===== config.mk =====
export PLATFORM = sky130hd
export DESIGN_NAME = ttcw_ram
export DESIGN_NICKNAME = d
export VERILOG_FILES = /design/src/hdl/ttcw_ram.sv
export SDC_FILE = /design/constraint.sdc
export NUM_CORES = 1
export LEC_CHECK = 0
export BUFFER_PORTS_ARGS = -buffer_cell sky130_fd_sc_hd__buf_4
export CAP_MARGIN = 10
export CELL_PAD_IN_SITES_DETAIL_PLACEMENT = 0
export CELL_PAD_IN_SITES_GLOBAL_PLACEMENT = 1
export CORE_ASPECT_RATIO = 1.1
export CORE_MARGIN = 1.5
export CORE_UTILIZATION = 35
export CTS_CLUSTER_DIAMETER = 200
export DETAILED_ROUTE_END_ITERATION = 10
export PLACE_DENSITY = 0.64
export SLEW_MARGIN = 20
export SYNTH_ARGS = -nofsm -noshare
export SYNTH_HDL_FRONTEND = slang
export SYNTH_SLANG_ARGS = --single-unit

===== constraint.sdc =====
create_clock -name clk -period 2.7 [get_ports clk]
set_input_delay 0.27 -clock clk [delete_from_list [all_inputs] [get_ports clk]]
set_output_delay 0.27 -clock clk [all_outputs]
set_load 0.01 [all_outputs]

===== src/hdl/ttcw_ram.sv =====
// Generic single-port-write, single-port-read RAM with registered read.
// No dependencies.
module ttcw_ram #(
    parameter int WIDTH = 8,
    parameter int DEPTH = 16
) (
    input  logic                     clk,
    input  logic                     we,
    input  logic [$clog2(DEPTH)-1:0] waddr,
    input  logic [WIDTH-1:0]         wdata,
    input  logic [$clog2(DEPTH)-1:0] raddr,
    output logic [WIDTH-1:0]         rdata
);
    logic [WIDTH-1:0] mem [DEPTH];

    always_ff @(posedge clk)
    begin
        if (we)
        begin
            mem[waddr] <= wdata;
        end
        rdata <= mem[raddr];
    end
endmodule


Word level (Yosys, flattened, before mapping)
Memories as Yosys holds them, arrays and structs flattened. A register that Yosys moved wholly into a read port is not among the register bits.
Cells that the tools add are included.
- RAM bits: 128
- memories: 1
- input bits: 18
- output and inout port bits: 8
- bits in registers: 0
- word-level logic and storage cells: 3
- mux-type cells: 2
- memory list (memory ; depth ; bits a word ; rd ports ; clocked after memory_dff ; wr ports ; RTL line ; source):
    mem ; 16 ; 8 ; 1 ; 1 ; 1 ; 14 ; logic [WIDTH-1:0] mem [DEPTH];
- operator list (kind ; count):
    $mux 1 ; 2

Depth between registers and ports, before layout
- word-level depth: 2
- gate-level depth with buffers: 5

Worst setup path before layout
No wires, ideal clock.
- kind: input -> register
- from: input waddr[2]
- to: memory mem[0][0], enable pin
- data arrival time: 1380 ps
- library setup time: 383 ps
- buffers on the path: 0
- cell stages on the path: 2
- path slack: 937 ps
- required time: 2317 ps
- cells stage by stage: or3b_2 -> nor3_1
- RTL lines (element ; RTL line ; source):
    start: declaration ; 9 ; input logic [$clog2(DEPTH)-1:0] waddr,
    end: declaration ; 14 ;
No word-level cell before the write port.

Worst setup path in the final report
- from: input waddr[2]
- to: memory mem[2][4], enable pin
No word-level cell before the write port.

==> impl_metrics.toml <==
[cts]
post_cts_resized = 0
htreeDepth = 4
post_cts_buffers = 0
cts-root-buf = "clkbuf_16"
clk_pin_slew_ns = 0.05
cts.sinks = 136
clk_path_buf_depth = 2
cts_tree = "built"
numCtsBuffers = 17
insertion_delay_ns = 0.41
cts_hold_buffers = 0

[detailed_routing]
antenna_left = 0
vias = 2369
dr.pass1.iters = 4
via_per_inst = 5.00
drt_iter0_markers = 142
drc = 0
wire_per_inst_um = 21.1
wl_um = 10000

[worst_hold_path]
hold_depth = 1
hp-class = "in -> reg"

[placed_design]
postPlaceCellArea_mm2 = 0.00554
numPortBuffers = 25
dp.cells = 443
gp_congestion = 0.692
hpwl_um = 6280

[timing]
fin_tns_setup_ns = 0
rsz0062_at_grt = "false"
fin_crit_sh_pct = 57.1
clock.fmax_mhz = 649
fin_crit_ns = 1.54
setup_viol = 0
slew_violations = 0
clock_skew_ns = 0.00494
finalHoldViolCount = 0
tightest_slew_ns = 0.857
max_slew_margin_pct = 42.6

[critical_path]
crit_type = "in -> reg"
critPathCapture = "mem[2][4]"
r2r_cells = 3
reg2reg_to = "rdata[7]"
cp-startpoint = "waddr[2]"
r2r_setup_slack_ns = 1.25
startpoint_type = "primary input"
end_kind = "flip-flop"
crit_fanout = 8
regToRegStartpoint = "mem[3][7]"
arrival_ns = 1.57
cp.required_ns = 2.73

[logic_synthesis]
ys_ff_latch = 136
synth_xor_area_share_pct = 0
synthTopCellsByArea = "edfxtp_1 75%, mux4_2 7.9%, mux4_1 7.1%, dfxtp_1 3.1%, a22oi_1 2.3%"
synth_top_area_cell = "edfxtp_1"
synth_nets = 247
synth_fa_ha_area_share_pct = 0
synth.distinct_cells = 19
synth.top_cell.area_share_pct = 74.7
ys_seq_area_share_pct = 77.8
yosys_warnings = 0
yosys.area_share.simple_pct = 3.18
synth_compound_area_share_pct = 2.33
synth.mux.area_fraction_pct = 15.0
synthCells = 229
syn_area_mm2 = 0.00515
syn_avg_cell_area_um2 = 22.5
synth_top_family_by_area = "multiplexers"

[layout]
syn2layout_area_growth_pct = 18.7
diodes = 0
nets = 288
fillers = 1292
instances_no_fill = 474
design_area_mm2 = 0.00611
drive_gt1_share_pct = 27.3

[floorplanning]
dieHeight_um = 130
die_x_um = 119
die_area_mm2 = 0.0154
pin_count = 26
std_cell_rows = 46
start_util_pct = 35.8
coreArea_mm2 = 0.0144

[global_routing]
globalRouteTotalUtil_pct = 14.3
grt_overflow_total = 0
antenna_found_initial = 0
grt_pass1_wl_um = 15300
grt_pass1_vias = 2445
grt_max_degree = 33

[run_status]
status = "finished, final reports clean"

[power]
p_leak_nw = 2.03
cellPowerDensity_mw_per_mm2 = 787
peakVddDrop_mv = 0.363

[job]
drv_cap = 0
## area by class of cell
class | count | area, µm² | share of cell area (%)
clock buffers | 19 | 433 | 7.09
clock inverters | 12 | 134 | 2.19
multi-input cells | 83 | 1060 | 17.3
flip-flops and latches | 136 | 4000 | 65.5
well taps | 192 | 240 | 3.93
repair buffers | 32 | 240 | 3.93
## how the worst min path moves through the flow
stage / start / to
2_1_floorplan: wdata[0] / mem[0][0]
3_3_place_gp: wdata[4] / mem[2][4]
3_5_place_dp: wdata[4] / mem[1][4]
4_1_cts: wdata[0] / mem[8][0]
5_1_grt: wdata[0] / mem[8][0]
6_report: wdata[0] / mem[8][0]
## worst max-delay path, cell delays in order
cell and delay, ns:
buf_4 0.12, or3b_2 0.51, nor2_1 0.67
## state kept, by name (all words and copies together), names as in the netlist
| signal | flops |
|---|---|
| mem | 128 |
| rdata | 8 |
## through the flow
stage	hold WS (ns)	power (W)	util, %	worst slack (ns)
2_1_floorplan	0.369	0.00254	-	0.937
3_3_place_gp	0.601	0.00265	38.5	0.725
3_5_place_dp	0.603	0.00266	38.5	0.707
4_1_cts	0.174	0.00486	42.5	1.14
5_1_grt	0.182	0.00497	42.5	1.05
6_report	0.182	0.00481	42.5	1.16
## routing by layer
layer,share of wire [%],GRT usage [%],up-vias
li1,-,-,1053
met1,42,19.0,1227
met2,49,22.4,81
met3,7.2,4.85,8
met4,1.1,4.82,0
met5,0,0,-
## Yosys cell counts (all sizes together)
| library cell | number |
|---|---|
| a22oi | 16 |
| and2 | 1 |
| and2b | 1 |
| buf | 7 |
| clkdlybuf4s25 | 3 |
| dfxtp | 8 |
| edfxtp | 128 |
| mux4 | 32 |
| nand2 | 9 |
| nand2b | 2 |
| nand3 | 1 |
| nand3b | 2 |
| nor2 | 13 |
| nor2b | 1 |
| nor3 | 4 |
| or3b | 1 |
## kinds of logic (layout without fill, tap and decap cells)
| kind of cell | count (synthesis) | in the layout |
|---|---|---|
| DFF | 136 | 136 |
| and+or+nand+nor | 35 | 35 |
| muxes | 32 | 32 |
| AOI/OAI and AO/OA | 16 | 16 |
| buffers and inverters | 10 | 63 |
## cells in the final DEF, fill, tap and decap left out
cell,n
nand3b_1,2
clkinv_2,5
clkbuf_1,2
bufinv_16,3
clkinvlp_4,1
mux4_1,14
nor2_1,13
clkbuf_16,17
mux4_2,18
edfxtp_1,128
buf_4,32
clkinv_1,3
nand3_1,1
nand2b_1,2
dfxtp_1,8
and2_1,1
and2b_1,1
nor3_1,4
or3b_2,1
nand2_1,9
nor2b_1,1
a22oi_1,16
## power by group
group / leakage, nW / internal, W / switching [W]
clock network: 0.279 / 0.00142 / 0.000773
registers: 1.22 / 0.00236 / 0.0000135
logic: 0.528 / 0.000101 / 0.000130
total: 2.03 / 0.00389 / 0.000917
Power figures use the tool's default switching activity.
